==> src/hw/rtl/rmvi_pkg.sv <==
// Shared types, widths and codes for the region-masked volume integral block.
`default_nettype none

package rmvi_pkg;

  // Field widths
  localparam int COORD_BITS  = 16;
  localparam int VOLUME_BITS = 24;
  localparam int SUM_BITS    = 60;
  localparam int FRAC_BITS   = 16;
  localparam int SLOPE_BITS  = 16;
  localparam int SLOPE_FRAC  = 8;

  // Derived datapath widths
  localparam int DIFF_W  = COORD_BITS + 1;              // |center - origin|
  localparam int SQ_W    = 2 * DIFF_W;                  // one squared offset
  localparam int SQ3_W   = SQ_W + 2;                    // sum of three squares
  localparam int LHS_W   = DIFF_W + SLOPE_FRAC;         // 256 * |dx|
  localparam int RHS_W   = DIFF_W + SLOPE_BITS - 1;     // positive slope * |dz apex|
  localparam int CMP_W   = (LHS_W > RHS_W) ? LHS_W : RHS_W;
  localparam int PROD_W  = FRAC_BITS + VOLUME_BITS;     // fraction * volume
  localparam int ADD_W   = ((SUM_BITS > PROD_W) ? SUM_BITS : PROD_W) + 1;

  // Configuration port
  localparam int CFG_DATA_W = 3 * COORD_BITS;
  localparam int CFG_IDX_W  = 3;
  localparam int MODE_W     = 3;

  // Queue between classifier and accumulator
  localparam int FIFO_DEPTH = 8;
  localparam int FIFO_AW    = $clog2(FIFO_DEPTH);
  localparam int FIFO_CW    = FIFO_AW + 1;

  typedef enum logic [MODE_W-1:0] {
    MODE_SPHERE   = 3'd0,
    MODE_CYLINDER = 3'd1,
    MODE_BOX      = 3'd2,
    MODE_CONE     = 3'd3,
    MODE_NONE     = 3'd4
  } rmvi_mode_e;

  typedef enum logic [CFG_IDX_W-1:0] {
    REG_MODE      = 3'd0,
    REG_THRESHOLD = 3'd1,
    REG_ORIGIN    = 3'd2,
    REG_RADIUS    = 3'd3,
    REG_HALF      = 3'd4,
    REG_APEX_Z    = 3'd5,
    REG_SLOPE     = 3'd6
  } rmvi_reg_e;

  // Decoded configuration
  typedef struct packed {
    rmvi_mode_e                    mode;
    logic [FRAC_BITS-1:0]          threshold;
    logic signed [COORD_BITS-1:0]  origin_x;
    logic signed [COORD_BITS-1:0]  origin_y;
    logic signed [COORD_BITS-1:0]  origin_z;
    logic [COORD_BITS-1:0]         radius;
    logic [COORD_BITS-1:0]         half_x;
    logic [COORD_BITS-1:0]         half_y;
    logic [COORD_BITS-1:0]         half_z;
    logic signed [COORD_BITS-1:0]  apex_z;
    logic signed [SLOPE_BITS-1:0]  slope;
  } rmvi_cfg_t;

  // One classified cell waiting for the accumulator
  typedef struct packed {
    logic              last;
    logic [PROD_W-1:0] addend;
  } rmvi_entry_t;

endpackage

`default_nettype wire

==> src/hw/rtl/rmvi_cfg_regs.sv <==
// Configuration register file: decodes indexed writes into the region settings.
`default_nettype none

module rmvi_cfg_regs
  import rmvi_pkg::*;
(
  input  wire logic                  clk_i,
  input  wire logic                  rst_ni,
  input  wire logic                  cfg_we_i,
  input  wire logic [CFG_IDX_W-1:0]  cfg_index_i,
  input  wire logic [CFG_DATA_W-1:0] cfg_data_i,
  output rmvi_cfg_t                  cfg_o
);

  rmvi_cfg_t cfg_q, cfg_d;

  // Write decode; unknown indexes are dropped
  always_comb begin
    cfg_d = cfg_q;
    if (cfg_we_i) begin
      case (rmvi_reg_e'(cfg_index_i))
        REG_MODE:      cfg_d.mode      = rmvi_mode_e'(cfg_data_i[MODE_W-1:0]);
        REG_THRESHOLD: cfg_d.threshold = cfg_data_i[FRAC_BITS-1:0];
        REG_ORIGIN: begin
          cfg_d.origin_x = cfg_data_i[COORD_BITS-1:0];
          cfg_d.origin_y = cfg_data_i[2*COORD_BITS-1:COORD_BITS];
          cfg_d.origin_z = cfg_data_i[3*COORD_BITS-1:2*COORD_BITS];
        end
        REG_RADIUS:    cfg_d.radius    = cfg_data_i[COORD_BITS-1:0];
        REG_HALF: begin
          cfg_d.half_x = cfg_data_i[COORD_BITS-1:0];
          cfg_d.half_y = cfg_data_i[2*COORD_BITS-1:COORD_BITS];
          cfg_d.half_z = cfg_data_i[3*COORD_BITS-1:2*COORD_BITS];
        end
        REG_APEX_Z:    cfg_d.apex_z    = cfg_data_i[COORD_BITS-1:0];
        REG_SLOPE:     cfg_d.slope     = cfg_data_i[SLOPE_BITS-1:0];
        default:       cfg_d           = cfg_q;
      endcase
    end
  end

  always_ff @(posedge clk_i or negedge rst_ni) begin
    if (!rst_ni) begin
      cfg_q <= '{mode: MODE_CONE, default: '0};
    end else begin
      cfg_q <= cfg_d;
    end
  end

  assign cfg_o = cfg_q;

endmodule

`default_nettype wire

==> config.mk <==
export PLATFORM = sky130hd
export DESIGN_NAME = rmvi_cfg_regs
export DESIGN_NICKNAME = d
export VERILOG_FILES = /design/src/hw/rtl/rmvi_pkg.sv /design/src/hw/rtl/rmvi_cfg_regs.sv
export SDC_FILE = /design/constraint.sdc
export NUM_CORES = 1
export LEC_CHECK = 0
export ABC_AREA = 1
export ABC_CLOCK_PERIOD_IN_PS = 800
export BUFFER_PORTS_ARGS = -buffer_cell sky130_fd_sc_hd__buf_2
export CAP_MARGIN = 10
export CORE_MARGIN = 4
export CORE_UTILIZATION = 45
export CTS_CLUSTER_SIZE = 25
export DETAILED_ROUTE_END_ITERATION = 10
export PLACE_DENSITY = 0.87
export RECOVER_POWER = 100
export SYNTH_ARGS = -nofsm -noshare
export SYNTH_HDL_FRONTEND = slang
export SYNTH_SLANG_ARGS = --single-unit
==> constraint.sdc <==
create_clock -name clk_i -period 0.8 [get_ports clk_i]
set_input_delay 0.16 -clock clk_i [delete_from_list [all_inputs] [get_ports clk_i]]
set_output_delay 0.16 -clock clk_i [all_outputs]
set_load 0.005 [all_outputs]
==> impl_metrics.json <==
{
  "outcome": "finished, violations left",
  "violations": "negative setup slack",
  "worst-path-max-fanout": 2,
  "use_met2_pct": 43.8,
  "drt_iter0_markers": 686,
  "cts_buffers": 17,
  "rows": 43,
  "fin_crit_ns": 1.21,
  "synthCells": 717,
  "die_w_um": 127,
  "timing.critical_path.cells": "buf_6",
  "crit_buf_inv": 1,
  "yosys_warnings": 0,
  "synth_compound_area_share_pct": 0,
  "dp.cells": 1105,
  "n_antenna_cell": 0,
  "syn_nets": 771,
  "ys_seq_area_share_pct": 64.3,
  "ys_ff_latch": 163,
  "dieArea_um2": 16100,
  "fin_cells": 1265,
  "io_pins": 217,
  "rsz0062_at_grt": "true",
  "cpLargestDelayFamily": "flip-flops",
  "setup_tns_ns": -66.37,
  "fin_skew_ns": 0,
  "area_delta_synth_final_pct": 52.1,
  "grt_pass1_wl_mm": 34.2,
  "fin_crit_sh_pct": 151,
  "routed_wirelength_mm": 23.1,
  "crit_type": "reg -> out",
  "drive_gt1_share_pct": 38.4,
  "slew_violations": 0,
  "cts_buffer_depth": 2,
  "synthSimpleGateAreaFrac_pct": 32.6,
  "gp_congestion": 0.846,
  "setup-violations-final": 372,
  "required_ns": 0.64,
  "overflow": 0,
  "gr-max-usage-layer": "met2",
  "cap_viol_max_count": 0,
  "synth_top_family_by_area": "simple AND/OR/NAND/NOR gates",
  "vias": 6755,
  "whs_ns": 0.0125,
  "drc": 0,
  "port_buffers": 216,
  "largest_reg_flops": 163,
  "hold_viol": 0,
  "via_per_inst": 5.34,
  "initial_core_util_pct": 45.9,
  "synth.mux.area_fraction_pct": 0,
  "fill_cells": 925,
  "clockRootBuffer": "clkbuf_16",
  "grt_use_met3_pct": 8.08,
  "layout_commonest_cell": "nand2_1",
  "power.density_nw_per_um2": 2560,
  "ant_nets": 0,
  "use_met1_pct": 33.1,
  "setup_ws_ns": -0.406,
  "synth.avg_cell_area_um2": 8.85,
  "wl_per_cell_um": 18.2,
  "core_um2": 13800,
  "utilization_pct": 69.8,
  "max_freq_ghz": 0.829,
  "cp_slowest_cell": "dfstp_2",
  "cp-start-kind": "register",
  "worst_slew_pin_slew_ns": 0.594,
  "synth_area_um2": 6340,
  "vdd_ir_drop_max_mv": 1.38,
  "insertion_delay_ns": 0.41,
  "cts.clk_slew.worst_paths_ns": 0.06,
  "relSlewSlack_pct": 60.4,
  "hp-class": "in -> reg",
  "synth_cell_types": 11,
  "cts.sinks": 163,
  "hpwl_mm": 13.7,
  "h-tree-depth": 4,
  "cts_tree": "built",
  "nNetsFinal": 1126,
  "antenna_found_initial": 0,
  "grt_pass1_vias": 6543,
  "yosys.area_share.xor_xnor_pct": 0,
  "cp_slowest_stage_delay_ns": 0.54,
  "arrival_ns": 1.05,
  "endpoint_kind": "primary output",
  "track_usage_pct": 27.1,
  "grt_max_degree": 44,
  "die-height_um": 127,
  "firstDrtPassIters": 6,
  "synth-adder-area-share_pct": 0,
  "layout_common_cells": "nand2_1, buf_2, dfrtp_1",
  "total_leakage_power_nw": 5.55
}
final cells by class:
class                      instances  area [um^2]  share of cell area [%]
clock buffer                      18          439                    4.55
clock inverter                    14          126                    1.31
inverter                           6         30.0                   0.311
multi-input combinational        508         2190                    22.7
sequential                       163         4080                    42.3
tap                              180          225                    2.33
timing repair buffer             376         2560                    26.5
layer usage:
layer  wire length, um  share of wire [%]
met5                 0                  0
met4               879                3.8
met3              2590                 11
met2             11200                 49
met1              8370                 36
worst paths after layout:
path | from | end | slack (ns) | cells past startpoint
hold reg to reg | cfg_o[159] | cfg_o[159] | 0.46 | 2
setup / recovery | cfg_o[161] | cfg_o[161] | -0.41 | 1
setup reg to reg | cfg_o[21] | cfg_o[21] | -0.11 | 4
max in group asynchronous | rst_ni | cfg_o[21] | -0.20 | 3
min in group asynchronous | rst_ni | cfg_o[12] | 0.28 | 2
hold / removal | cfg_data_i[31] | cfg_o[63] | 0.01 | 3
what timing repair did:
action,CTS,global route
pin swaps,0,18
hold buffers,31,0
hold endpoints to repair,210,0
gates cloned,0,0
endpoints found under the setup margin,163,229
setup buffers,52,57
resized for setup,2,42
report_power, final:
part,total [mW],switching [mW],internal [mW]
clock network,7.81,3.42,4.39
registers,10.7,0.937,9.80
logic,6.11,2.94,3.17
cell families after synthesis:
group	count (synthesis)
flops	163
simple gates	508
buf+inv	46
metrics by stage:
stage / total power [mW] / area (um^2) / setup WS, ns
after global routing: 25.9 / 9650 / -0.442
after floorplan: 12.4 / 6530 / -0.0951
after detailed placement: 15.1 / 7990 / -0.423
after global placement: 14.9 / 7990 / -0.358
after CTS: 23.8 / 9270 / -0.435
final: 24.7 / 9650 / -0.406
Yosys cell counts:
library cell / instances / area share (%)
nand2_1: 384 / 23
dfrtp_1: 161 / 63
nand3_1: 115 / 9.1
buf_2: 20 / 1.6
clkbuf_1: 20 / 1.2
inv_1: 4 / 0.24
nor2_2: 4 / 0.39
nor2_1: 3 / 0.18
dfstp_2: 2 / 0.83
inv_2: 2 / 0.12
nand2_2: 2 / 0.20
Note: power is estimated with default switching activity, not from simulation.
