--- config.mk ---
export PLATFORM = sky130hd
export DESIGN_NAME = rmvi_back
export DESIGN_NICKNAME = d
export VERILOG_FILES = /design/src/hw/rtl/rmvi_pkg.sv /design/src/hw/rtl/rmvi_back.sv
export SDC_FILE = /design/constraint.sdc
export NUM_CORES = 1
export LEC_CHECK = 0
export ABC_AREA = 1
export BUFFER_PORTS_ARGS = -buffer_cell sky130_fd_sc_hd__buf_2
export CAP_MARGIN = 15
export CORE_MARGIN = 5
export CORE_UTILIZATION = 60
export DETAILED_ROUTE_END_ITERATION = 10
export PLACE_DENSITY = 0.89
export SKIP_LAST_GASP = 1
export SYNTH_ARGS = -nofsm -noshare
export SYNTH_HDL_FRONTEND = slang
export SYNTH_SLANG_ARGS = --single-unit
--- constraint.sdc ---
create_clock -name clk_i -period 5.9 [get_ports clk_i]
set_input_delay 0.59 -clock clk_i [delete_from_list [all_inputs] [get_ports clk_i]]
set_output_delay 0.59 -clock clk_i [all_outputs]
set_load 0.01 [all_outputs]
--- src/hw/rtl/rmvi_pkg.sv ---
// Shared types, widths and codes for the region-masked volume integral block.
`default_nettype none

package rmvi_pkg;

  // Field widths
  localparam int COORD_BITS  = 16;
  localparam int VOLUME_BITS = 24;
  localparam int SUM_BITS    = 60;
  localparam int FRAC_BITS   = 16;
  localparam int SLOPE_BITS  = 16;
  localparam int SLOPE_FRAC  = 8;

  // Derived datapath widths
  localparam int DIFF_W  = COORD_BITS + 1;              // |center - origin|
  localparam int SQ_W    = 2 * DIFF_W;                  // one squared offset
  localparam int SQ3_W   = SQ_W + 2;                    // sum of three squares
  localparam int LHS_W   = DIFF_W + SLOPE_FRAC;         // 256 * |dx|
  localparam int RHS_W   = DIFF_W + SLOPE_BITS - 1;     // positive slope * |dz apex|
  localparam int CMP_W   = (LHS_W > RHS_W) ? LHS_W : RHS_W;
  localparam int PROD_W  = FRAC_BITS + VOLUME_BITS;     // fraction * volume
  localparam int ADD_W   = ((SUM_BITS > PROD_W) ? SUM_BITS : PROD_W) + 1;

  // Configuration port
  localparam int CFG_DATA_W = 3 * COORD_BITS;
  localparam int CFG_IDX_W  = 3;
  localparam int MODE_W     = 3;

  // Queue between classifier and accumulator
  localparam int FIFO_DEPTH = 8;
  localparam int FIFO_AW    = $clog2(FIFO_DEPTH);
  localparam int FIFO_CW    = FIFO_AW + 1;

  typedef enum logic [MODE_W-1:0] {
    MODE_SPHERE   = 3'd0,
    MODE_CYLINDER = 3'd1,
    MODE_BOX      = 3'd2,
    MODE_CONE     = 3'd3,
    MODE_NONE     = 3'd4
  } rmvi_mode_e;

  typedef enum logic [CFG_IDX_W-1:0] {
    REG_MODE      = 3'd0,
    REG_THRESHOLD = 3'd1,
    REG_ORIGIN    = 3'd2,
    REG_RADIUS    = 3'd3,
    REG_HALF      = 3'd4,
    REG_APEX_Z    = 3'd5,
    REG_SLOPE     = 3'd6
  } rmvi_reg_e;

  // Decoded configuration
  typedef struct packed {
    rmvi_mode_e                    mode;
    logic [FRAC_BITS-1:0]          threshold;
    logic signed [COORD_BITS-1:0]  origin_x;
    logic signed [COORD_BITS-1:0]  origin_y;
    logic signed [COORD_BITS-1:0]  origin_z;
    logic [COORD_BITS-1:0]         radius;
    logic [COORD_BITS-1:0]         half_x;
    logic [COORD_BITS-1:0]         half_y;
    logic [COORD_BITS-1:0]         half_z;
    logic signed [COORD_BITS-1:0]  apex_z;
    logic signed [SLOPE_BITS-1:0]  slope;
  } rmvi_cfg_t;

  // One classified cell waiting for the accumulator
  typedef struct packed {
    logic              last;
    logic [PROD_W-1:0] addend;
  } rmvi_entry_t;

endpackage

`default_nettype wire

--- src/hw/rtl/rmvi_back.sv ---
// Back end: saturating accumulator and the result register.
`default_nettype none

module rmvi_back
  import rmvi_pkg::*;
(
  input  wire logic                 clk_i,
  input  wire logic                 rst_ni,
  input  wire logic                 pop_valid_i,
  input  wire rmvi_entry_t          pop_entry_i,
  output logic                      pop_o,
  output logic                      out_valid_o,
  input  wire logic                 out_ready_i,
  output logic [SUM_BITS-1:0]       water_volume_o,
  output logic                      saturated_o
);

  logic [SUM_BITS-1:0] sum_q, out_sum_q, new_sum;
  logic                sat_q, out_sat_q, new_sat, out_valid_q;
  logic [ADD_W-1:0]    raw_sum;
  logic                ovf;

  // A last cell needs a free result slot; others go straight into the sum
  assign pop_o = pop_valid_i && (!pop_entry_i.last || !out_valid_q || out_ready_i);

  // Saturating add
  assign raw_sum = ADD_W'(sum_q) + ADD_W'(pop_entry_i.addend);
  assign ovf     = raw_sum[ADD_W-1:SUM_BITS] != '0;
  assign new_sum = ovf ? {SUM_BITS{1'b1}} : raw_sum[SUM_BITS-1:0];
  assign new_sat = sat_q || ovf;

  always_ff @(posedge clk_i or negedge rst_ni) begin
    if (!rst_ni) begin
      sum_q       <= '0;
      sat_q       <= 1'b0;
      out_valid_q <= 1'b0;
    end else begin
      if (out_ready_i) out_valid_q <= 1'b0;
      if (pop_o) begin
        if (pop_entry_i.last) begin
          sum_q       <= '0;
          sat_q       <= 1'b0;
          out_valid_q <= 1'b1;
        end else begin
          sum_q <= new_sum;
          sat_q <= new_sat;
        end
      end
    end
  end

  // Result payload
  always_ff @(posedge clk_i) begin
    if (pop_o && pop_entry_i.last) begin
      out_sum_q <= new_sum;
      out_sat_q <= new_sat;
    end
  end

  assign out_valid_o    = out_valid_q;
  assign water_volume_o = out_sum_q;
  assign saturated_o    = out_sat_q;

endmodule

`default_nettype wire

==> impl_metrics.py <==
metrics = {
    "synth": {
        "synth.top_cell.area_share": 0.2451,
        "syn_avg_cell_area_um2": 6.616,
        "synthFlopType": "dfrtp_1",
        "yosysTopAreaCell": "nand2_1",
        "syn_nets": 1498,
        "netlist_instances": 1412,
        "synth_cell_types": 37,
        "yosys-top-cells-area": "nand2_1 (25%), edfxtp_1 (20%), dfrtp_1 (17%)",
        "synth-edff-count": 61,
        "async_reset_ff_frac": 0.5041,
        "synth_seq_cells": 123,
        "syn_area_mm2": 0.009341,
        "synth_warnings": 0,
        "yosysSeqAreaShare": 0.3622,
    },
    "critical_path": {
        "cp_common_cell": "nand3_1",
        "cp_max_fo": 51,
        "critPathSlowestCell": "nand2_4",
        "cpPeakStageDelay_ps": 800,
        "crit_path_end_kind": "flip-flop",
        "path_cells": "ha_1, fa_1, nand3_1, nand3_1, nand3_1, nand3_1, nand3_1, nand3_2, nand2_4, nand3_2",
        "crit_path_start_kind": "flip-flop",
        "cp.arrival_ps": 3270,
        "path_class": "reg -> reg",
        "reg2reg_from": "sum_q[0]$_DFFE_PN0P_",
        "startpoint": "sum_q[0]$_DFFE_PN0P_",
        "critPathRequiredTime_ps": 6010,
    },
    "placed_design": {
        "gp_congestion": 0.9915,
        "io_buffers": 107,
        "dp_hpwl_mm": 21.36,
    },
    "detailed_routing": {
        "vias": 9077,
        "drc_errors": 0,
        "first_pass_iters": 6,
        "drt-total-wl_mm": 28.76,
        "vias_per_cell": 5.190,
        "first_iter_violations": 947,
        "wl_met1_mm": 12.50,
        "wl_met2_mm": 12.85,
        "top_layer_used": "met4",
        "wl_met3_mm": 2.699,
        "antenna_left": 0,
        "routedWlPerCell_um": 16.44,
    },
    "floorplan": {
        "row_count": 45,
        "dieArea_mm2": 0.01816,
        "core_area_mm2": 0.01526,
        "ios": 108,
        "die_y_um": 134.8,
        "start_util": 0.6122,
        "die-width_um": 134.8,
    },
    "clocking": {
        "cts-root-buf": "clkbuf_16",
        "cts_setup_buffers": 0,
        "htreeDepth": 4,
        "clkLatencyLatePin_ps": 430,
        "cts-resized-gates": 0,
        "numCtsBuffers": 17,
        "cts_sinks": 123,
        "clock_path_buffers": 2,
        "clk_pin_slew_worst_paths_ps": 60,
        "hold_buffers": 0,
        "cts_tree": "yes",
    },
    "cells_and_area": {
        "seq_area_mm2": 0.003383,
        "layout_common_cells": "nand2_1 (610), inv_1 (272), buf_2 (107)",
        "drive_gt1_frac": 0.1443,
        "fillers": 1340,
        "layout_commonest_cell": "nand2_1",
        "area_growth_pct": 13.88,
        "diodes": 0,
        "multi_input_area_mm2": 0.004801,
        "fin_nets": 1611,
    },
    "timing": {
        "rsz0062_at_grt": "false",
        "post-route-min-period_ps": 3157,
        "fin_crit_sh": 0.5351,
        "finalSetupViolations": 0,
        "timing.fmax_ghz": 0.3168,
        "drv_slew": 0,
        "worst-slew-pin-transition_ps": 1075,
        "fin_skew_ps": 6.504,
        "fin_setup_tns_ps": 0,
        "hold_viol_final": 0,
        "slew_headroom": 0.2835,
    },
    "power": {
        "leakage_uw": 0.006132,
        "ir_drop_uv": 279.2,
        "power_uw": 4590,
        "power_density_mw_per_mm2": 431.5,
    },
    "global_route": {
        "grt_pass1_wl_mm": 45.26,
        "antenna_found_initial": 0,
        "grt_pass1_vias": 8637,
        "grt_overflow": 0,
        "grt_max_degree": 63,
        "grt_use_total": 0.3224,
    },
    "run": {
        "drv_cap": 0,
    },
    "hold_path": {
        "holdCritPathClass": "in -> reg",
        "hold_start": "out_ready_i",
    },
    "status": {
        "status": "finished clean",
    },
}
[cells by family (layout without fill, tap and decap cells)]
group	count (synthesis)	after routing	share of synthesized area
adders and majority gates	41	41	0.05572
and+or+nand+nor	874	874	0.4034
xor gates and xnor gates	30	30	0.02813
AOI/OAI and AO/OA	44	44	0.02585
DFF	123	123	0.3622
buffers and inverters	300	426	0.1247
[layer usage]
metal  track usage  vias up
met1        0.4442     4100
met2        0.5114      430
met4        0.1007        0
met5             0        -
met3       0.06930       54
li1              -     4493
[synth_stat cells (all sizes together) (2+ instances only)]
library cell  count
a21oi            26
and2              7
buf               6
clkbuf           11
dfrtp            62
edfxtp           61
ha               40
inv             282
nand2           640
nand3            83
nand3b            2
nand4            13
nor2            107
nor3             13
o21ai            11
o21bai            4
or2               7
xnor2             3
xor2             27
[per-stage QoR]
| step | hold WS (ps) | instance area [um^2] | utilization | cells | setup slack [ps] |
|---|---|---|---|---|---|
| floorplan | 294.4 | 9341 | - | 1412 | 3187 |
| global placement | 467.5 | 10080 | 0.6604 | 1717 | 2585 |
| detailed placement | 474.8 | 10080 | 0.6604 | 1717 | 2455 |
| CTS | 343.5 | 10640 | 0.6972 | 1749 | 2767 |
| global route | 387.0 | 10640 | 0.6972 | 1749 | 2550 |
| finish | 351.7 | 10640 | 0.6972 | 1749 | 2743 |
[flip-flops by register name, indices dropped and copies added, names as in the netlist]
register / count
out_valid_o: 1
water_volume_o: 60
sum_q: 60
sat_q: 1
saturated_o: 1
[power by group]
group          switching, uW  leakage, uW  internal [uW]  total (uW)
combinational           1550      0.00448            741        2290
sequential               108      0.00138           1180        1290
clock                    417     0.000267            593        1010
[final timing paths]
check                      depth (start not counted)                           end  slack [ps]
max reg2reg                                       10  water_volume_o[39]$_DFFE_PP_        2740
max in group asynchronous                          2         sum_q[47]$_DFFE_PN0P_        4930
max                                               10  water_volume_o[39]$_DFFE_PP_        2740
min                                                2         out_valid_o$_DFF_PN0_         350
min reg2reg                                        2          sum_q[5]$_DFFE_PN0P_         490
min in group asynchronous                          2          sum_q[6]$_DFFE_PN0P_         370
[worst max-delay path, delay by kind of cell, from the launching register on]
| kind | cells | cell delay, ps |
|---|---|---|
| and+or+nand+nor | 8 | 1790 |
| adders and majority gates | 2 | 630 |
| DFF | 1 | 400 |
[final cells by class]
class                      count  area share
timing repair buffer         111     0.05316
tap                          211     0.02482
clock buffer                  20     0.04199
multi-input combinational    989      0.4513
inverter                     283     0.09986
clock inverter                12     0.01082
sequential                   123      0.3180
Power figures use the tool's default switching activity.
