File: src/hw/rtl/rmvi_pkg.sv
// Shared types, widths and codes for the region-masked volume integral block.
`default_nettype none

package rmvi_pkg;

  // Field widths
  localparam int COORD_BITS  = 16;
  localparam int VOLUME_BITS = 24;
  localparam int SUM_BITS    = 60;
  localparam int FRAC_BITS   = 16;
  localparam int SLOPE_BITS  = 16;
  localparam int SLOPE_FRAC  = 8;

  // Derived datapath widths
  localparam int DIFF_W  = COORD_BITS + 1;              // |center - origin|
  localparam int SQ_W    = 2 * DIFF_W;                  // one squared offset
  localparam int SQ3_W   = SQ_W + 2;                    // sum of three squares
  localparam int LHS_W   = DIFF_W + SLOPE_FRAC;         // 256 * |dx|
  localparam int RHS_W   = DIFF_W + SLOPE_BITS - 1;     // positive slope * |dz apex|
  localparam int CMP_W   = (LHS_W > RHS_W) ? LHS_W : RHS_W;
  localparam int PROD_W  = FRAC_BITS + VOLUME_BITS;     // fraction * volume
  localparam int ADD_W   = ((SUM_BITS > PROD_W) ? SUM_BITS : PROD_W) + 1;

  // Configuration port
  localparam int CFG_DATA_W = 3 * COORD_BITS;
  localparam int CFG_IDX_W  = 3;
  localparam int MODE_W     = 3;

  // Queue between classifier and accumulator
  localparam int FIFO_DEPTH = 8;
  localparam int FIFO_AW    = $clog2(FIFO_DEPTH);
  localparam int FIFO_CW    = FIFO_AW + 1;

  typedef enum logic [MODE_W-1:0] {
    MODE_SPHERE   = 3'd0,
    MODE_CYLINDER = 3'd1,
    MODE_BOX      = 3'd2,
    MODE_CONE     = 3'd3,
    MODE_NONE     = 3'd4
  } rmvi_mode_e;

  typedef enum logic [CFG_IDX_W-1:0] {
    REG_MODE      = 3'd0,
    REG_THRESHOLD = 3'd1,
    REG_ORIGIN    = 3'd2,
    REG_RADIUS    = 3'd3,
    REG_HALF      = 3'd4,
    REG_APEX_Z    = 3'd5,
    REG_SLOPE     = 3'd6
  } rmvi_reg_e;

  // Decoded configuration
  typedef struct packed {
    rmvi_mode_e                    mode;
    logic [FRAC_BITS-1:0]          threshold;
    logic signed [COORD_BITS-1:0]  origin_x;
    logic signed [COORD_BITS-1:0]  origin_y;
    logic signed [COORD_BITS-1:0]  origin_z;
    logic [COORD_BITS-1:0]         radius;
    logic [COORD_BITS-1:0]         half_x;
    logic [COORD_BITS-1:0]         half_y;
    logic [COORD_BITS-1:0]         half_z;
    logic signed [COORD_BITS-1:0]  apex_z;
    logic signed [SLOPE_BITS-1:0]  slope;
  } rmvi_cfg_t;

  // One classified cell waiting for the accumulator
  typedef struct packed {
    logic              last;
    logic [PROD_W-1:0] addend;
  } rmvi_entry_t;

endpackage

`default_nettype wire

File: src/hw/rtl/rmvi_front.sv
// Front end: accepts cells, runs the region test and fraction * volume in two stages.
`default_nettype none

module rmvi_front
  import rmvi_pkg::*;
(
  input  wire logic                          clk_i,
  input  wire logic                          rst_ni,
  input  wire rmvi_cfg_t                     cfg_i,
  input  wire logic                          in_valid_i,
  output logic                               in_ready_o,
  input  wire logic signed [COORD_BITS-1:0]  cell_x_i,
  input  wire logic signed [COORD_BITS-1:0]  cell_y_i,
  input  wire logic signed [COORD_BITS-1:0]  cell_z_i,
  input  wire logic [FRAC_BITS-1:0]          fraction_i,
  input  wire logic [VOLUME_BITS-1:0]        cell_volume_i,
  input  wire logic                          last_cell_i,
  input  wire logic [FIFO_CW-1:0]            fifo_count_i,
  output logic                               push_o,
  output rmvi_entry_t                        push_entry_o
);

  // Absolute difference of two signed coordinates
  function automatic logic [DIFF_W-1:0] abs_diff(logic signed [COORD_BITS-1:0] a,
                                                 logic signed [COORD_BITS-1:0] b);
    logic signed [DIFF_W-1:0] d;
    d = DIFF_W'(a) - DIFF_W'(b);
    return d[DIFF_W-1] ? DIFF_W'(-d) : DIFF_W'(d);
  endfunction

  logic accept;
  logic [FIFO_CW:0] in_use;

  // Stage 1: offsets
  logic                   s1_valid_q;
  logic [DIFF_W-1:0]      s1_ax_q, s1_ay_q, s1_az_q, s1_h0_q;
  logic                   s1_frac_ok_q;
  logic [FRAC_BITS-1:0]   s1_frac_q;
  logic [VOLUME_BITS-1:0] s1_vol_q;
  logic                   s1_last_q;

  // Stage 2: squares, cone terms, limit compares, product
  logic                   s2_valid_q;
  logic [SQ_W-1:0]        s2_sx_q, s2_sy_q, s2_sz_q, s2_rsq_q;
  logic [CMP_W-1:0]       s2_lhs_q, s2_rhs_q;
  logic                   s2_slope_pos_q;
  logic                   s2_in_x_q, s2_in_y_q, s2_in_z_q, s2_over_z_q;
  logic                   s2_frac_ok_q;
  logic [PROD_W-1:0]      s2_prod_q;
  logic                   s2_last_q;

  // Credit check: queue slots must cover everything still in the pipe
  assign in_use     = (FIFO_CW+1)'(fifo_count_i) + (FIFO_CW+1)'(s1_valid_q)
                    + (FIFO_CW+1)'(s2_valid_q);
  assign in_ready_o = in_use < (FIFO_CW+1)'(FIFO_DEPTH);
  assign accept     = in_valid_i && in_ready_o;

  // Stage valid flags
  always_ff @(posedge clk_i or negedge rst_ni) begin
    if (!rst_ni) begin
      s1_valid_q <= 1'b0;
      s2_valid_q <= 1'b0;
    end else begin
      s1_valid_q <= accept;
      s2_valid_q <= s1_valid_q;
    end
  end

  // Stage 1 payload
  always_ff @(posedge clk_i) begin
    s1_ax_q      <= abs_diff(cell_x_i, cfg_i.origin_x);
    s1_ay_q      <= abs_diff(cell_y_i, cfg_i.origin_y);
    s1_az_q      <= abs_diff(cell_z_i, cfg_i.origin_z);
    s1_h0_q      <= abs_diff(cell_z_i, cfg_i.apex_z);
    s1_frac_ok_q <= fraction_i > cfg_i.threshold;
    s1_frac_q    <= fraction_i;
    s1_vol_q     <= cell_volume_i;
    s1_last_q    <= last_cell_i;
  end

  // Stage 2 payload
  always_ff @(posedge clk_i) begin
    s2_sx_q        <= SQ_W'(s1_ax_q) * SQ_W'(s1_ax_q);
    s2_sy_q        <= SQ_W'(s1_ay_q) * SQ_W'(s1_ay_q);
    s2_sz_q        <= SQ_W'(s1_az_q) * SQ_W'(s1_az_q);
    s2_rsq_q       <= SQ_W'(cfg_i.radius) * SQ_W'(cfg_i.radius);
    s2_lhs_q       <= CMP_W'({s1_ax_q, {SLOPE_FRAC{1'b0}}});
    s2_rhs_q       <= CMP_W'(RHS_W'(cfg_i.slope[SLOPE_BITS-2:0]) * RHS_W'(s1_h0_q));
    s2_slope_pos_q <= !cfg_i.slope[SLOPE_BITS-1];
    s2_in_x_q      <= s1_ax_q < DIFF_W'(cfg_i.half_x);
    s2_in_y_q      <= s1_ay_q < DIFF_W'(cfg_i.half_y);
    s2_in_z_q      <= s1_az_q < DIFF_W'(cfg_i.half_z);
    s2_over_z_q    <= s1_az_q > DIFF_W'(cfg_i.half_z);
    s2_frac_ok_q   <= s1_frac_ok_q;
    s2_prod_q      <= PROD_W'(s1_frac_q) * PROD_W'(s1_vol_q);
    s2_last_q      <= s1_last_q;
  end

  // Region decision and queue entry
  logic [SQ3_W-1:0] sum3, sum2;
  logic             in_region;

  always_comb begin
    sum2 = SQ3_W'(s2_sx_q) + SQ3_W'(s2_sy_q);
    sum3 = sum2 + SQ3_W'(s2_sz_q);
    case (cfg_i.mode)
      MODE_SPHERE:   in_region = sum3 < SQ3_W'(s2_rsq_q);
      MODE_CYLINDER: in_region = (sum2 < SQ3_W'(s2_rsq_q)) && s2_in_z_q;
      MODE_BOX:      in_region = s2_in_x_q && s2_in_y_q && s2_in_z_q;
      MODE_CONE:     in_region = !s2_over_z_q && s2_slope_pos_q && (s2_lhs_q < s2_rhs_q);
      default:       in_region = 1'b0;
    endcase
  end

  assign push_o              = s2_valid_q;
  assign push_entry_o.last   = s2_last_q;
  assign push_entry_o.addend = (in_region && s2_frac_ok_q) ? s2_prod_q : '0;

endmodule

`default_nettype wire

File: config.mk
export PLATFORM = sky130hd
export DESIGN_NAME = rmvi_front
export DESIGN_NICKNAME = d
export VERILOG_FILES = /design/src/hw/rtl/rmvi_pkg.sv /design/src/hw/rtl/rmvi_front.sv
export SDC_FILE = /design/constraint.sdc
export NUM_CORES = 2
export LEC_CHECK = 0
export BUFFER_PORTS_ARGS = -buffer_cell sky130_fd_sc_hd__buf_2
export CAP_MARGIN = 10
export CORE_MARGIN = 5
export CORE_UTILIZATION = 52
export CTS_BUF_LIST = sky130_fd_sc_hd__clkbuf_8
export CTS_CLUSTER_DIAMETER = 30
export DETAILED_ROUTE_END_ITERATION = 16
export GPL_ROUTABILITY_DRIVEN = 0
export PLACE_DENSITY = 0.81
export SYNTH_ARGS = -nofsm -noshare
export SYNTH_HDL_FRONTEND = slang
export SYNTH_SLANG_ARGS = --single-unit
export TNS_END_PERCENT = 1
File: constraint.sdc
create_clock -name clk_i -period 8.1 [get_ports clk_i]
set_input_delay 0.81 -clock clk_i [delete_from_list [all_inputs] [get_ports clk_i]]
set_output_delay 0.81 -clock clk_i [all_outputs]
set_load 0.02 [all_outputs]
==> results.json <==
{
  "final.setup_skew_ns": 0.0671,
  "clock_sink_count": 337,
  "dr.max_layer_used": "met5",
  "grt_overflow": 0,
  "synth_compound_gate_area_share_pct": 9.70,
  "drt-pass1-iter-count": 6,
  "detailroute.via_count": 53900,
  "route.detailed.wl_per_inst_um": 17.8,
  "m1WireLength_um": 66500,
  "grt_antenna_before_repair": 11,
  "clk_latency_ns": 0.80,
  "synth_top_area_cell": "sky130_fd_sc_hd__fa_1",
  "slew_viol_final": 0,
  "h_tree_depth": 3,
  "cp-start-kind": "register",
  "synth-seq-cells": 337,
  "die-area_mm2": 0.142,
  "synthesis.area_per_instance_um2": 9.01,
  "chipWidth_um": 376,
  "finalCritPeriodShare_pct": 97.3,
  "synth_edf_count": 0,
  "max-slew-margin-rel_pct": 28.1,
  "wl_met3_um": 14900,
  "die_y_um": 376,
  "layout.cells.most_common": "sky130_fd_sc_hd__inv_1",
  "synthDistinctLibCells": 96,
  "mostFrequentLayoutCells": "sky130_fd_sc_hd__inv_1 (1828), sky130_fd_sc_hd__fa_1 (1244), sky130_fd_sc_hd__ha_1 (901), sky130_fd_sc_hd__nand2_1 (812), sky130_fd_sc_hd__and2_1 (448)",
  "number_of_setup_violations_in_the_final_report": 0,
  "route.final.wire_length_um": 175000,
  "final.fill_count": 11100,
  "ys.flop_type": "sky130_fd_sc_hd__dfxtp_1",
  "dp_hpwl_um": 144000,
  "fp.coreArea_mm2": 0.133,
  "synth_adder_area_share_pct": 52.0,
  "yosysSeqAreaShare_pct": 9.69,
  "layout.area.seq_mm2": 0.00676,
  "cts.clk_slew.worst_paths_ns": 0.06,
  "placement.io_buffers": 301,
  "layout-drive-gt1-share_pct": 7.77,
  "syn-num-nets": 10200,
  "worst_hold_path_type": "in2reg",
  "finalCriticalPeriod_ns": 7.88,
  "synth.top_cell.area_share_pct": 35.7,
  "critical-path-max-stage-delay_ns": 0.46,
  "met2WireLength_um": 83800,
  "cp.buffers_inverters": 3,
  "post_synth_instance_area_mm2": 0.0697,
  "outcome": "finished clean",
  "async_reset_ff_share_pct": 0.593,
  "maxClockFrequency_mhz": 127,
  "ys_top_cells_by_area": "sky130_fd_sc_hd__fa_1 (36%), sky130_fd_sc_hd__ha_1 (16%), sky130_fd_sc_hd__inv_1 (9.8%)",
  "synth_xor_area_share_pct": 4.42,
  "timing.critical_path.arrival_ns": 7.07,
  "number_of_global_route_vias_before_repair": 58200,
  "timing.setup.critical_path_class": "reg2out",
  "largest_net_degree_at_the_start_of_global_routing": 41,
  "postLayoutCellArea_mm2": 0.0752,
  "drc": 0,
  "worst_ep_required_time_ns": 7.29,
  "num_rows": 134,
  "grt_util_all_layers_pct": 24.6,
  "first_iter_violations": 3572,
  "syn_to_final_growth_pct": 7.87,
  "timing.final.ws_setup_ns": 0.220,
  "clk_root_buffer_cell": "sky130_fd_sc_hd__clkbuf_8",
  "largest_family_of_logic_cells_by_synthesized_area": "adder cells",
  "critPathTopFamily": "compound AO/OA/AOI/OAI gates",
  "tritoncts_clock_tree": "yes",
  "final_net_count": 10400,
  "worst-slew-pin-transition_ns": 1.07,
  "start_util_pct": 52.3,
  "grt_first_pass_wirelength_um": 284000,
  "hold_viol": 0,
  "pin_count": 302,
  "cts-buffers-inserted": 76,
  "yosys_warnings": 0,
  "postRouteAntennaNets": 0,
  "dpl_cell_area_mm2": 0.0730,
  "post_synth_inst_count": 7743,
  "area_used_by_multi_input_combinational_logic_mm2": 0.0556,
  "maxCapViolations": 0,
  "post_synth_and_or_nand_nor_area_fraction_pct": 13.2,
  "slowest_stage": "sky130_fd_sc_hd__nor4_1",
  "post_synth_mux_area_share_pct": 0.136,
  "post_drt_via_cell_ratio": 5.49,
  "setup.worst_path.end_class": "output pin",
  "crit_fanout": 7,
  "cts-root-to-sink-buffers": 3,
  "place_ws_ns": 0.344
}
-- timing repair --
item | CTS | global route
hold buffers | 1 | 0
pin swaps | 0 | 19
setup buffers | 0 | 12
resized for setup | 7 | 50
endpoints found under the setup margin | 40 | 42
hold endpoints to repair | 2 | 0
cloned | 0 | 6
-- Yosys cell counts, types with 56 or more instances --
library cell               number
sky130_fd_sc_hd__inv_1       1819
sky130_fd_sc_hd__fa_1        1244
sky130_fd_sc_hd__ha_1         905
sky130_fd_sc_hd__nand2_1      812
sky130_fd_sc_hd__and2_1       448
sky130_fd_sc_hd__dfxtp_1      335
sky130_fd_sc_hd__a21oi_1      271
sky130_fd_sc_hd__xnor2_1      248
sky130_fd_sc_hd__nor2_1       245
sky130_fd_sc_hd__clkbuf_1     180
sky130_fd_sc_hd__o21ai_0      170
sky130_fd_sc_hd__a21o_1       130
sky130_fd_sc_hd__xor2_1       104
sky130_fd_sc_hd__nand3_1       64
sky130_fd_sc_hd__o21a_1        64
sky130_fd_sc_hd__nor3_1        56
-- registers in the layout, summed over array words and instances (netlist names), 16 cells and up --
signal and flops:
s1_h0_q 17, s2_rsq_q 31, s1_ay_q 17, s2_sy_q 33, s2_rhs_q 32, s2_sx_q 33, s2_prod_q 40, s2_lhs_q 16
s1_vol_q 24, s1_az_q 17, s1_frac_q 16, s1_ax_q 17, s2_sz_q 33
-- layout make-up --
cell class / instances / share of cell area, %
Inverter: 1819 / 9.08
Sequential cell: 337 / 8.98
Antenna cell: 8 / 0.0266
Clock inverter: 53 / 0.700
Timing Repair Buffer: 368 / 2.82
Multi-Input combinational cell: 5394 / 73.9
Tap cell: 1768 / 2.94
Clock buffer: 85 / 1.56
-- final timing paths --
path,endpoint,slack (ns),from,depth (start not counted)
setup / recovery,push_entry_o[18],0.22,s2_sx_q[6]$_DFF_P_,28
hold / removal,s1_vol_q[15]$_DFF_P_,0.13,cell_volume_i[15],1
setup reg to reg,s2_prod_q[37]$_DFF_P_,0.44,s1_frac_q[1]$_DFF_P_,22
hold reg to reg,s2_frac_ok_q$_DFF_P_,0.34,s1_frac_ok_q$_DFF_P_,0
max in group asynchronous,s1_valid_q$_DFF_PN0_,7.66,rst_ni,2
min in group asynchronous,push_o$_DFF_PN0_,0.35,rst_ni,2
-- cells by family after synthesis --
group                    after synthesis
flip-flops                           337
adder cells (fa/ha/maj)             2149
AND/OR/NAND/NOR                     1900
multiplexers                           9
buffers and inverters               2012
XOR/XNOR                             352
AO/OA/AOI/OAI                        984
-- metal layers --
metal,GRT usage (%),vias up
met5,0,-
met1,29.9,26700
met4,11.7,6
li1,-,24500
met3,5.44,598
met2,41.6,2082
-- through the flow --
step / util (%) / hold slack [ns] / cells / setup TNS, ns
after global routing: 56.4 / 0.0815 / 9826 / -5.50
after CTS: 56.1 / 0.0598 / 9806 / 0
after floorplan: - / 0.310 / 7743 / 0
final: 56.4 / 0.130 / 9832 / 0
after global placement: 54.8 / 0.313 / 9667 / 0
after detailed placement: 54.8 / 0.317 / 9667 / 0
Power is left out: the tool's default activity adds up to more than one toggle a clock period on the data nets, which glitch-free logic cannot reach.
