## config.mk

```make
export PLATFORM = sky130hd
export DESIGN_NAME = rmvi_fifo
export DESIGN_NICKNAME = d
export VERILOG_FILES = /design/src/hw/rtl/rmvi_pkg.sv /design/src/hw/rtl/rmvi_fifo.sv
export SDC_FILE = /design/constraint.sdc
export NUM_CORES = 1
export LEC_CHECK = 0
export ABC_AREA = 1
export BUFFER_PORTS_ARGS = -buffer_cell sky130_fd_sc_hd__buf_2
export CORE_ASPECT_RATIO = 0.75
export CORE_MARGIN = 2
export CORE_UTILIZATION = 60
export DETAILED_ROUTE_END_ITERATION = 12
export PLACE_DENSITY_LB_ADDON = 0.05
export SLEW_MARGIN = 15
export SYNTH_ARGS = -nofsm -noshare
export SYNTH_HDL_FRONTEND = slang
export SYNTH_SLANG_ARGS = --single-unit
```

## constraint.sdc

```tcl
create_clock -name clk_i -period 3.2 [get_ports clk_i]
set_input_delay 0.16 -clock clk_i [delete_from_list [all_inputs] [get_ports clk_i]]
set_output_delay 0.16 -clock clk_i [all_outputs]
set_load 0.02 [all_outputs]
```

## src/hw/rtl/rmvi_pkg.sv

```systemverilog
// Shared types, widths and codes for the region-masked volume integral block.
`default_nettype none

package rmvi_pkg;

  // Field widths
  localparam int COORD_BITS  = 16;
  localparam int VOLUME_BITS = 24;
  localparam int SUM_BITS    = 60;
  localparam int FRAC_BITS   = 16;
  localparam int SLOPE_BITS  = 16;
  localparam int SLOPE_FRAC  = 8;

  // Derived datapath widths
  localparam int DIFF_W  = COORD_BITS + 1;              // |center - origin|
  localparam int SQ_W    = 2 * DIFF_W;                  // one squared offset
  localparam int SQ3_W   = SQ_W + 2;                    // sum of three squares
  localparam int LHS_W   = DIFF_W + SLOPE_FRAC;         // 256 * |dx|
  localparam int RHS_W   = DIFF_W + SLOPE_BITS - 1;     // positive slope * |dz apex|
  localparam int CMP_W   = (LHS_W > RHS_W) ? LHS_W : RHS_W;
  localparam int PROD_W  = FRAC_BITS + VOLUME_BITS;     // fraction * volume
  localparam int ADD_W   = ((SUM_BITS > PROD_W) ? SUM_BITS : PROD_W) + 1;

  // Configuration port
  localparam int CFG_DATA_W = 3 * COORD_BITS;
  localparam int CFG_IDX_W  = 3;
  localparam int MODE_W     = 3;

  // Queue between classifier and accumulator
  localparam int FIFO_DEPTH = 8;
  localparam int FIFO_AW    = $clog2(FIFO_DEPTH);
  localparam int FIFO_CW    = FIFO_AW + 1;

  typedef enum logic [MODE_W-1:0] {
    MODE_SPHERE   = 3'd0,
    MODE_CYLINDER = 3'd1,
    MODE_BOX      = 3'd2,
    MODE_CONE     = 3'd3,
    MODE_NONE     = 3'd4
  } rmvi_mode_e;

  typedef enum logic [CFG_IDX_W-1:0] {
    REG_MODE      = 3'd0,
    REG_THRESHOLD = 3'd1,
    REG_ORIGIN    = 3'd2,
    REG_RADIUS    = 3'd3,
    REG_HALF      = 3'd4,
    REG_APEX_Z    = 3'd5,
    REG_SLOPE     = 3'd6
  } rmvi_reg_e;

  // Decoded configuration
  typedef struct packed {
    rmvi_mode_e                    mode;
    logic [FRAC_BITS-1:0]          threshold;
    logic signed [COORD_BITS-1:0]  origin_x;
    logic signed [COORD_BITS-1:0]  origin_y;
    logic signed [COORD_BITS-1:0]  origin_z;
    logic [COORD_BITS-1:0]         radius;
    logic [COORD_BITS-1:0]         half_x;
    logic [COORD_BITS-1:0]         half_y;
    logic [COORD_BITS-1:0]         half_z;
    logic signed [COORD_BITS-1:0]  apex_z;
    logic signed [SLOPE_BITS-1:0]  slope;
  } rmvi_cfg_t;

  // One classified cell waiting for the accumulator
  typedef struct packed {
    logic              last;
    logic [PROD_W-1:0] addend;
  } rmvi_entry_t;

endpackage

`default_nettype wire

```

## src/hw/rtl/rmvi_fifo.sv

```systemverilog
// Short queue of classified cells between the front end and the accumulator.
`default_nettype none

module rmvi_fifo
  import rmvi_pkg::*;
(
  input  wire logic         clk_i,
  input  wire logic         rst_ni,
  input  wire logic         push_i,
  input  wire rmvi_entry_t  push_entry_i,
  input  wire logic         pop_i,
  output logic              pop_valid_o,
  output rmvi_entry_t       pop_entry_o,
  output logic [FIFO_CW-1:0] count_o
);

  rmvi_entry_t               slots_q [FIFO_DEPTH];
  logic [FIFO_AW-1:0]        wr_ptr_q, rd_ptr_q;
  logic [FIFO_CW-1:0]        count_q, count_d;
  logic                      do_pop;

  assign do_pop = pop_i && (count_q != '0);

  // Occupancy
  always_comb begin
    count_d = count_q;
    if (push_i && !do_pop) count_d = count_q + FIFO_CW'(1);
    else if (!push_i && do_pop) count_d = count_q - FIFO_CW'(1);
  end

  always_ff @(posedge clk_i or negedge rst_ni) begin
    if (!rst_ni) begin
      wr_ptr_q <= '0;
      rd_ptr_q <= '0;
      count_q  <= '0;
    end else begin
      if (push_i) wr_ptr_q <= wr_ptr_q + FIFO_AW'(1);
      if (do_pop) rd_ptr_q <= rd_ptr_q + FIFO_AW'(1);
      count_q <= count_d;
    end
  end

  // Entry storage
  always_ff @(posedge clk_i) begin
    if (push_i) slots_q[wr_ptr_q] <= push_entry_i;
  end

  assign pop_valid_o = count_q != '0;
  assign pop_entry_o = slots_q[rd_ptr_q];
  assign count_o     = count_q;

endmodule

`default_nettype wire

```

==> results.md, run 1 <==
- Fin crit period: 2573 ps
- Remaining antenna violation count: 0
- Num Clock Sinks: 338
- Leak Pwr: 0.006090 µW
- Clock buffer depth: 3
- Site Rows: 47
- Share of the synthesized area in the top cell type: 0.7225
- Layout cell share with drive strength beyond 1: 0.1323
- Biggest area consumer among synthesized cells: edfxtp_1
- Post-synth net total: 1213
- GRT met2 Usage: 0.3889
- Cts hold-fix bufs: 44
- Port Buf Inserts: 90
- DRC violations left: 0
- CP Launch Type: register
- CTS tree: done
- Setup Viol. Count Final: 0
- Max Slew Vio Count: 0
- Post-route setup slack: 626.5 ps
- Antenna cells: 0
- Post-synth EDFFs: 328
- Worst-Skew Late Latency: 510 ps
- Sequential-to-total area share from yosys stat: 0.7409
- Initial antenna violation count: 0
- Vias in the first global route: 8054
- DPL Wire Length: 13710 µm
- Setup TNS Final: 0 ps
- Vias/cell: 5.333
- Syn avg cell area: 11.73 µm²
- Arr. time, crit path: 2410 ps
- Met3 usage: 0.03913
- Synth warn: 0
- Height of the die: 134.5 µm
- Power consumption: 14880 µW
- Core area: 22170 µm²
- Initial Util: 0.6149
- Die width: 178.1 µm
- Area Growth Syn to Fin: 17.34%
- Nets: 1340
- Top_reg_cell synth: edfxtp_1
- DIE AREA: 23950 µm²
- CP Max Fanout: 45
- Power per cell area: 930.4 nW/µm²
- Tcrit/Tclk final: 0.8042
- Mapped Area: 13630 µm²
- Gr usage total: 0.2413
- Vias: 8580
- First-pass GRT wire length: 43970 µm
- Final Skew: 12.12 ps
- GR Layer Usage met1: 0.3518
- Drt initial violations: 859
- Global route overflow: 0
- # fillers: 1529
- Ys async rst share: 0.02959
- FMAX: 0.3886 GHz
- First drt pass iteration count: 5
- Final wirelength: 28500 µm
- Worst Hold Class: input pin to async pin
- Synth top area cells: edfxtp_1 72%, nand2_1 9.6%, nor2_1 5.9%
- Library cells used by synthesis: 23
- WP data required: 3040 ps
- Crit Path Category: register to output pin
- RSZ-0062 raised after global routing: no
- Post-Syn Instances: 1162
- H-tree levels: 2
- CP endpoint kind: output pin
- Max Cap Viol: 0
- GRT busiest layer: met2
- Most frequent cell after synthesis: nand2_1
- Slew @ Worst Pin: 1050 ps
- Max-slew headroom: 0.2998
- Cts bufs inserted: 34
- Synth Register Bits: 338
- Status: complete, no violations
- Average wire per standard cell: 17.71 µm
- GPL Wtd Cong: 0.7204
- Synth top cells by count: 350 x nand2_1, 328 x edfxtp_1, 216 x nor2_1
- # resized after CTS: 0
- # IOs: 91
- Root Driver: clkbuf_16
- DP Worst Slack: 1174 ps
- Setup bufs post-CTS: 0
- CTS clk-pin slew, worst paths: 60 ps
- Final-report hold violation count: 0
- Max VDD drop: 786.4 µV
- Pin count of the biggest net entering global routing: 166
cell families after synthesis:
logic type                 count (synthesis)  share of synthesized area
AOI/OAI and AO/OA                        168                    0.06168
adders and majority gates                  6                   0.006058
and+or+nand+nor                          571                     0.1578
xor gates and xnor gates                   5                   0.003213
DFF                                      338                     0.7409
buffers and inverters                     74                    0.03038
metal layers:
| metal | wire length [µm] | vias up |
|---|---|---|
| met2 | 13640 | 238 |
| met3 | 1603 | 31 |
| met5 | 0 | - |
| li1 | - | 4227 |
| met1 | 12870 | 4084 |
| met4 | 383 | 0 |
worst max-delay path: stages, from the launching register on:
cell and delay [ps]:
dfrtp_4 500, inv_4 410, buf_12 260, nand2_1 70, nand2_1 60, nand2_1 50, o21ai_1 130, nand2_1 70
nand2_1 140, buf_2 180
report_power, final:
part | internal (µW) | total [µW] | switching [µW]
combinational | 1610 | 5330 | 3730
clock | 2450 | 4020 | 1560
sequential | 5380 | 5530 | 149
total | 9440 | 14900 | 5440
sequential cells by signal, indices dropped and copies added (netlist names):
register,flops
count_o,4
rd_ptr_q,3
slots_q,328
wr_ptr_q,3
per-stage QoR:
step	util	instance area [µm²]	hold WS, ps	std cells
5_1_grt	0.7215	16000	60.51	1609
4_1_cts	0.7215	16000	41.06	1609
2_1_floorplan	-	13630	-135.6	1162
3_3_place_gp	0.6494	14400	32.17	1503
6_report	0.7215	16000	49.13	1609
3_5_place_dp	0.6494	14400	37.34	1503
area by class of cell:
type / count / area, µm² / share of cell area
inverters: 11 / 43.79 / 0.002738
repair buffers: 154 / 1141 / 0.07134
multi-input cells: 750 / 3178 / 0.1987
well taps: 294 / 367.9 / 0.02300
clock inverters: 17 / 151.4 / 0.009465
clock buffers: 45 / 1007 / 0.06297
flip-flops and latches: 338 / 10110 / 0.6318
final timing paths:
check                           cells after the start  slack, ps         endpoint            start
worst min register to register                      2        550      wr_ptr_q[0]      wr_ptr_q[0]
worst max-delay path                                9        630  pop_entry_o[32]      rd_ptr_q[0]
min in group clk_i                                  2        450    slots_q[2][3]  push_entry_i[3]
worst min-delay path                                2         50      wr_ptr_q[1]           rst_ni
worst max register to register                     10       1190       count_o[3]       count_o[1]
max in group asynchronous                           2       2930      rd_ptr_q[0]           rst_ni
cell usage in the layout (no fill, tap or decap), types with 2 or more instances in the layout:
cell type and count:
nand2_1 350, edfxtp_1 328, nor2_1 208, o21ai_0 112, buf_2 90, o21ai_1 54, dlygate4sd3_1 44, clkbuf_16 38
buf_4 12, clkinv_1 9, nor2_4 8, inv_1 8, buf_12 8, dfrtp_1 7, ha_1 5, nand3_1 4
clkinv_2 4, clkbuf_1 4, xor2_1 3, bufinv_16 3, clkbuf_8 3, inv_2 2, xnor2_1 2, a21oi_1 2
dfrtp_2 2
Note: power is estimated with default switching activity, not from simulation.
==> run 2, diff against run 1 <==
--- a/config.mk
+++ b/config.mk
@@ -9,7 +9,7 @@
 export BUFFER_PORTS_ARGS = -buffer_cell sky130_fd_sc_hd__buf_2
 export CORE_ASPECT_RATIO = 0.75
 export CORE_MARGIN = 2
-export CORE_UTILIZATION = 60
+export CORE_UTILIZATION = 54
 export DETAILED_ROUTE_END_ITERATION = 12
 export PLACE_DENSITY_LB_ADDON = 0.05
 export SLEW_MARGIN = 15
==> constraint.sdc (replaced) <==
create_clock -name clk_i -period 2.24 [get_ports clk_i]
set_input_delay 0.112 -clock clk_i [delete_from_list [all_inputs] [get_ports clk_i]]
set_output_delay 0.112 -clock clk_i [all_outputs]
set_load 0.02 [all_outputs]
==> results.md, run 2 (synthesized netlist as in run 1, its figures left out) <==
- Status: complete, no violations
- # fillers: 1941 (+27%)
- Tcrit/Tclk final: 0.9640
- DPL Wire Length: 14080 µm (+2.7%)
- WP data required: 2130 ps (-910 ps)
- WP buf/inv: 2 (-1)
- DRC violations left: 0 (unchanged)
- Final wirelength: 30590 µm (+7.3%)
- Final Skew: 5.906 ps (-6.212 ps)
- GPL Wtd Cong: 0.8117 (+13%)
- Most common library cell in the layout ignoring fill and taps: nand2_1
- First-pass GRT wire length: 46010 µm (+4.6%)
- Vias: 8653 (+0.85%)
- Area used by multi-input combinational logic: 3189 µm² (+0.35%)
- CP dominant cell by count: nand2_1
- FMAX: 0.4631 GHz
- Largest reg by FF count: slots_q
- Gr usage total: 0.2255 (-0.01580)
- RSZ-0062 raised after global routing: yes
- Leak Pwr: 0.006206 µW (+1.9%)
- Crit-path leading delay family: flip-flops
- Power consumption: 21930 µW (+47%)
- Fin area: 16350 µm² (+2.2%)
- Num Clock Sinks: 338 (unchanged)
- Max Slew Vio Count: 0 (unchanged)
- CP max stage cell: dfrtp_4
- Pin count of the biggest net entering global routing: 119 (-28%)
- Arr. time, crit path: 2050 ps (-360 ps)
- Crit Path Category: register to output pin
- Max Cap Viol: 0 (unchanged)
- Core area: 24900 µm² (+12%)
- Height of the die: 141.6 µm (+5.2%)
- Vias/cell: 5.188 (-2.7%)
- Clock buffer depth: 3 (unchanged)
- Drt initial violations: 690 (-20%)
- Remaining antenna violation count: 0 (unchanged)
- Nets: 1354 (+1.0%)
- Most frequent cells in the layout: 347 x nand2_1, 328 x edfxtp_1, 208 x nor2_1
- Area Growth Syn to Fin: 19.94%
- Worst-Skew Late Latency: 500 ps (about the same)
- DIE AREA: 26540 µm² (+11%)
- Register area: 10110 µm² (unchanged)
- Die width: 187.5 µm (+5.3%)
- Final-report hold violation count: 0 (unchanged)
- Initial antenna violation count: 1 (+1)
- Average wire per standard cell: 18.34 µm (+3.5%)
- Cts bufs inserted: 34 (unchanged)
- Cell breakdown of the critical path: clkbuf_16 -> nor2_1 -> nor2_1 -> o21ai_0 -> nand2_1 -> nand2_1 -> nand2_1 -> buf_4
- # IOs: 91 (unchanged)
- Worst Hold Class: input pin to register
- Vias in the first global route: 8249 (+2.4%)
- H-tree levels: 2 (unchanged)
- Fin crit period: 2159 ps
- Max-slew headroom: 0.6811 (+0.3813)
- CP endpoint kind: output pin
- Site Rows: 50 (+6.4%)
- Max VDD drop: 909.7 µV (+16%)
- First drt pass iteration count: 6 (+1)
- CTS clk-pin slew, worst paths: 60 ps (about the same)
- Post-DP Area: 14540 µm² (+0.99%)
- CP Launch Type: register
- Layout cell share with drive strength beyond 1: 0.1384 (+0.006131)
- Util after Layout: 0.6566 (-0.06485)
- Slew @ Worst Pin: 478.4 ps (-572.0 ps)
- Global route overflow: 0 (unchanged)
- Crit-path max cell delay: 560 ps (+60 ps)
- CTS tree: done
- Power per cell area: 1342 nW/µm² (+44%)
- CP Max Fanout: 59 (+31%)
- Root Driver: clkbuf_16
- Initial Util: 0.5475 (-0.06739)
- Setup Viol. Count Final: 0 (unchanged)
- Port Buf Inserts: 90 (unchanged)
- Max reg flops: 328 (unchanged)
run 2: changes by cell type in the layout (fill, tap and decap cells not counted), moves of 2 or more:
cell,change
nand2_2,+3
clkbuf_16,+4
buf_12,+2
clkbuf_8,-3
dlygate4sd3_1,+2
nand2_1,-3
clkinv_1,-4
buf_16,+4
clkbuf_1,+10
buf_2,-18
buf_4,+18
o21ai_1,+3
o21ai_0,-4
run 2: what timing repair did:
action,in CTS,in global routing
endpoints found under the hold margin,344,0
buffers inserted,0,2
gates resized for setup,2,41
hold buffers,46,0
cloned,0,5
endpoints found under the setup margin,18,41
run 2: worst paths after layout:
path                       cells past startpoint       startpoint  slack (ps)         endpoint
max                                            8      rd_ptr_q[0]          80  pop_entry_o[24]
min                                            2  push_entry_i[4]         410    slots_q[4][4]
max reg2reg                                   10       count_o[0]         300       count_o[3]
min reg2reg                                    2      wr_ptr_q[0]         530      wr_ptr_q[0]
max in group asynchronous                      4           rst_ni         730      rd_ptr_q[0]
min in group asynchronous                      3           rst_ni         510       count_o[2]
run 2: cell type report:
type / instances / area share
clock inverter: 11 / 0.006046
tap: 338 / 0.02587
clock buffer: 51 / 0.05985
sequential: 338 / 0.6181
antenna: 1 / 0.0001531
timing repair buffer: 168 / 0.09130
inverter: 11 / 0.003597
multi-input combinational: 750 / 0.1951
run 2: metrics by stage:
stage / setup TNS [ps] / std cells / hold slack (ps) / setup WS [ps]
floorplan: -108280 / 1162 / -183.6 / -660.2
global placement: 0 / 1552 / -2.804 / 389.2
detailed placement: 0 / 1552 / 1.687 / 332.7
CTS: -368.2 / 1660 / 394.0 / -40.82
global route: -208.6 / 1668 / 410.6 / -31.17
finish: 0 / 1668 / 407.5 / 80.63
run 2: power breakdown:
| part | total (µW) | switching [µW] | internal (µW) |
|---|---|---|---|
| logic | 8440 | 5560 | 2890 |
| registers | 7990 | 307 | 7690 |
| clock network | 5500 | 2240 | 3250 |
| total | 21900 | 8110 | 13800 |
run 2: routing by layer:
layer / global-route usage / share of wire
met5: 0 / 0
met2: 0.3749 / 0.47
met3: 0.03735 / 0.048
met4: 0.05222 / 0.015
met1: 0.3177 / 0.47
run 2: worst register-to-register path: stages, from the launching register on:
cell	delay, ps
dfrtp_1	440
nor2_1	130
nand2_1	90
nand2_1	140
ha_1	180
inv_1	100
ha_1	340
a21oi_1	180
nand3_1	100
nand3_1	90
nand2_1	40
==> run 3, diff against run 2 <==
--- a/config.mk
+++ b/config.mk
@@ -12,6 +12,7 @@
 export CORE_UTILIZATION = 54
 export DETAILED_ROUTE_END_ITERATION = 12
 export PLACE_DENSITY_LB_ADDON = 0.05
+export REMOVE_ABC_BUFFERS = 1
 export SLEW_MARGIN = 15
 export SYNTH_ARGS = -nofsm -noshare
 export SYNTH_HDL_FRONTEND = slang
==> results.md, run 3 (synthesized netlist as in run 1, its figures left out) <==
- Status: complete, no violations
- Remaining antenna violation count: 0 (unchanged)
- Util after Layout: 0.6767 (+0.02005)
- Max-slew headroom: 0.5682 (-0.1129)
- Slew @ Worst Pin: 647.8 ps (+169.4 ps)
- CP Launch Type: register
- Pin count of the biggest net entering global routing: 84 (-29%)
- Largest reg by FF count: slots_q
- RSZ-0062 raised after global routing: yes
- Power per cell area: 1384 nW/µm² (+3.2%)
- Global route overflow: 0 (unchanged)
- Drt initial violations: 703 (+1.9%)
- DP Worst Slack: 302.0 ps (-30.67 ps)
- Gr usage total: 0.2352 (+0.009706)
- Max Cap Viol: 0 (unchanged)
- Vias: 8930 (+3.2%)
- Worst-Skew Late Latency: 510 ps (about the same)
- DRC violations left: 0 (unchanged)
- Setup Viol. Count Final: 0 (unchanged)
- CP endpoint kind: output pin
- Clock buffer depth: 3 (unchanged)
- Site Rows: 50 (unchanged)
- GPL Wtd Cong: 0.7663 (-5.6%)
- Post-route setup slack: 54.69 ps (-25.94 ps)
- Arr. time, crit path: 2070 ps (+20 ps)
- Tcrit/Tclk final: 0.9756 (+0.01158)
- Num Clock Sinks: 338 (unchanged)
- FMAX: 0.4576 GHz (-1.2%)
- Average wire per standard cell: 19.82 µm (+8.1%)
- Initial antenna violation count: 0 (-1)
- Final wirelength: 33530 µm (+9.6%)
- Cts bufs inserted: 35 (+2.9%)
- CP Max Fanout: 6 (-90%)
- Final Skew: 11.32 ps (+5.414 ps)
- Vias/cell: 5.278 (+1.7%)
- Height of the die: 141.6 µm (unchanged)
- Worst Hold Class: input pin to register
- Root Driver: clkbuf_16
- Die width: 187.5 µm (unchanged)
- Max reg flops: 328 (unchanged)
- Leak Pwr: 0.006438 µW (+3.7%)
- Most common library cell in the layout ignoring fill and taps: nand2_1
- WP data required: 2130 ps (about the same)
- Core area: 24900 µm² (unchanged)
- Fin crit period: 2185 ps (+25.94 ps)
- Port Buf Inserts: 90 (unchanged)
- Final-report hold violation count: 0 (unchanged)
- First-pass GRT wire length: 47530 µm (+3.3%)
- Fin area: 16850 µm² (+3.1%)
- Most frequent cells in the layout: 340 x nand2_1, 328 x edfxtp_1, 192 x nor2_1
- Antenna cells: 0 (-1)
- CTS tree: done
- Initial Util: 0.5475 (unchanged)
- CTS clk-pin slew, worst paths: 60 ps (about the same)
- Max VDD drop: 942.0 µV (+3.6%)
- Layout cell share with drive strength beyond 1: 0.1765 (+0.03806)
- # IOs: 91 (unchanged)
- Vias in the first global route: 8391 (+1.7%)
- Worst Hold Slack: 415.8 ps (+8.335 ps)
- Crit Path Category: register to output pin
- DIE AREA: 26540 µm² (unchanged)
- First drt pass iteration count: 4 (-2)
- Post-DP Area: 14560 µm² (+0.17%)
- H-tree levels: 2 (unchanged)
- Area Growth Syn to Fin: 23.60%
- Nets: 1379 (+1.8%)
- DPL Wire Length: 15030 µm (+6.7%)
- Max Slew Vio Count: 0 (unchanged)
## run 3: report_power, final
| group | switching (µW) | leakage (µW) | total [µW] | internal, µW |
|---|---|---|---|---|
| logic | 6200 | 0.00278 | 9720 | 3520 |
| clock network | 2270 | 0.000562 | 5680 | 3420 |
| registers | 228 | 0.00310 | 7920 | 7690 |
## run 3: cell type report
type / instances / area (µm²)
fill: 1810 / 8050
timing repair buffer: 190 / 1842
sequential: 338 / 10110
tap: 338 / 422.9
clock buffer: 45 / 975.9
multi-input combinational: 750 / 3256
inverter: 11 / 70.07
clock inverter: 18 / 156.4
timing repair inverter: 2 / 17.52
## run 3: worst max-delay path, cell delays in order (launching register included)
cell       delay [ps]
dfrtp_4           490
buf_12            170
buf_12            150
clkbuf_16         180
nor2_2            100
nor2_1             40
o21ai_1            90
nand2_1            60
nand2_1            80
nand2_1            50
buf_2             150
## run 3: metrics by stage
| stage | total power, µW | std cells | TNS, ps |
|---|---|---|---|
| after floorplan | 12800 | 1099 | -307810 |
| after global placement | 15780 | 1555 | 0 |
| after detailed placement | 15820 | 1555 | 0 |
| after CTS | 22130 | 1672 | 0 |
| after global routing | 24630 | 1692 | -359.8 |
| final | 23320 | 1692 | 0 |
## run 3: routing by layer
metal | part of all wire | vias up | global-route usage
met2 | 0.48 | 259 | 0.3854
met4 | 0.013 | 0 | 0.05346
li1 | - | 4305 | -
met5 | 0 | - | 0
met3 | 0.059 | 34 | 0.03463
met1 | 0.45 | 4332 | 0.3397
## run 3: worst paths after layout
path / startpoint / to / slack, ps / cells after the start
max in group asynchronous: rst_ni / rd_ptr_q[0] / 770 / 4
worst max register to register: count_o[1] / count_o[3] / 290 / 10
worst max-delay path: rd_ptr_q[0] / pop_entry_o[13] / 50 / 10
min in group asynchronous: rst_ni / count_o[0] / 490 / 3
worst min register to register: wr_ptr_q[0] / wr_ptr_q[0] / 550 / 2
worst min-delay path: push_entry_i[15] / slots_q[3][15] / 420 / 2
## run 3: repair_timing
| action | 4_1_cts | 5_1_grt |
|---|---|---|
| setup buffers | 4 | 7 |
| cloned | 4 | 13 |
| hold endpoints to repair | 344 | 0 |
| pin swaps | 0 | 2 |
| endpoints found under the setup margin | 41 | 40 |
| gates resized for setup | 13 | 77 |
| hold buffers | 46 | 0 |
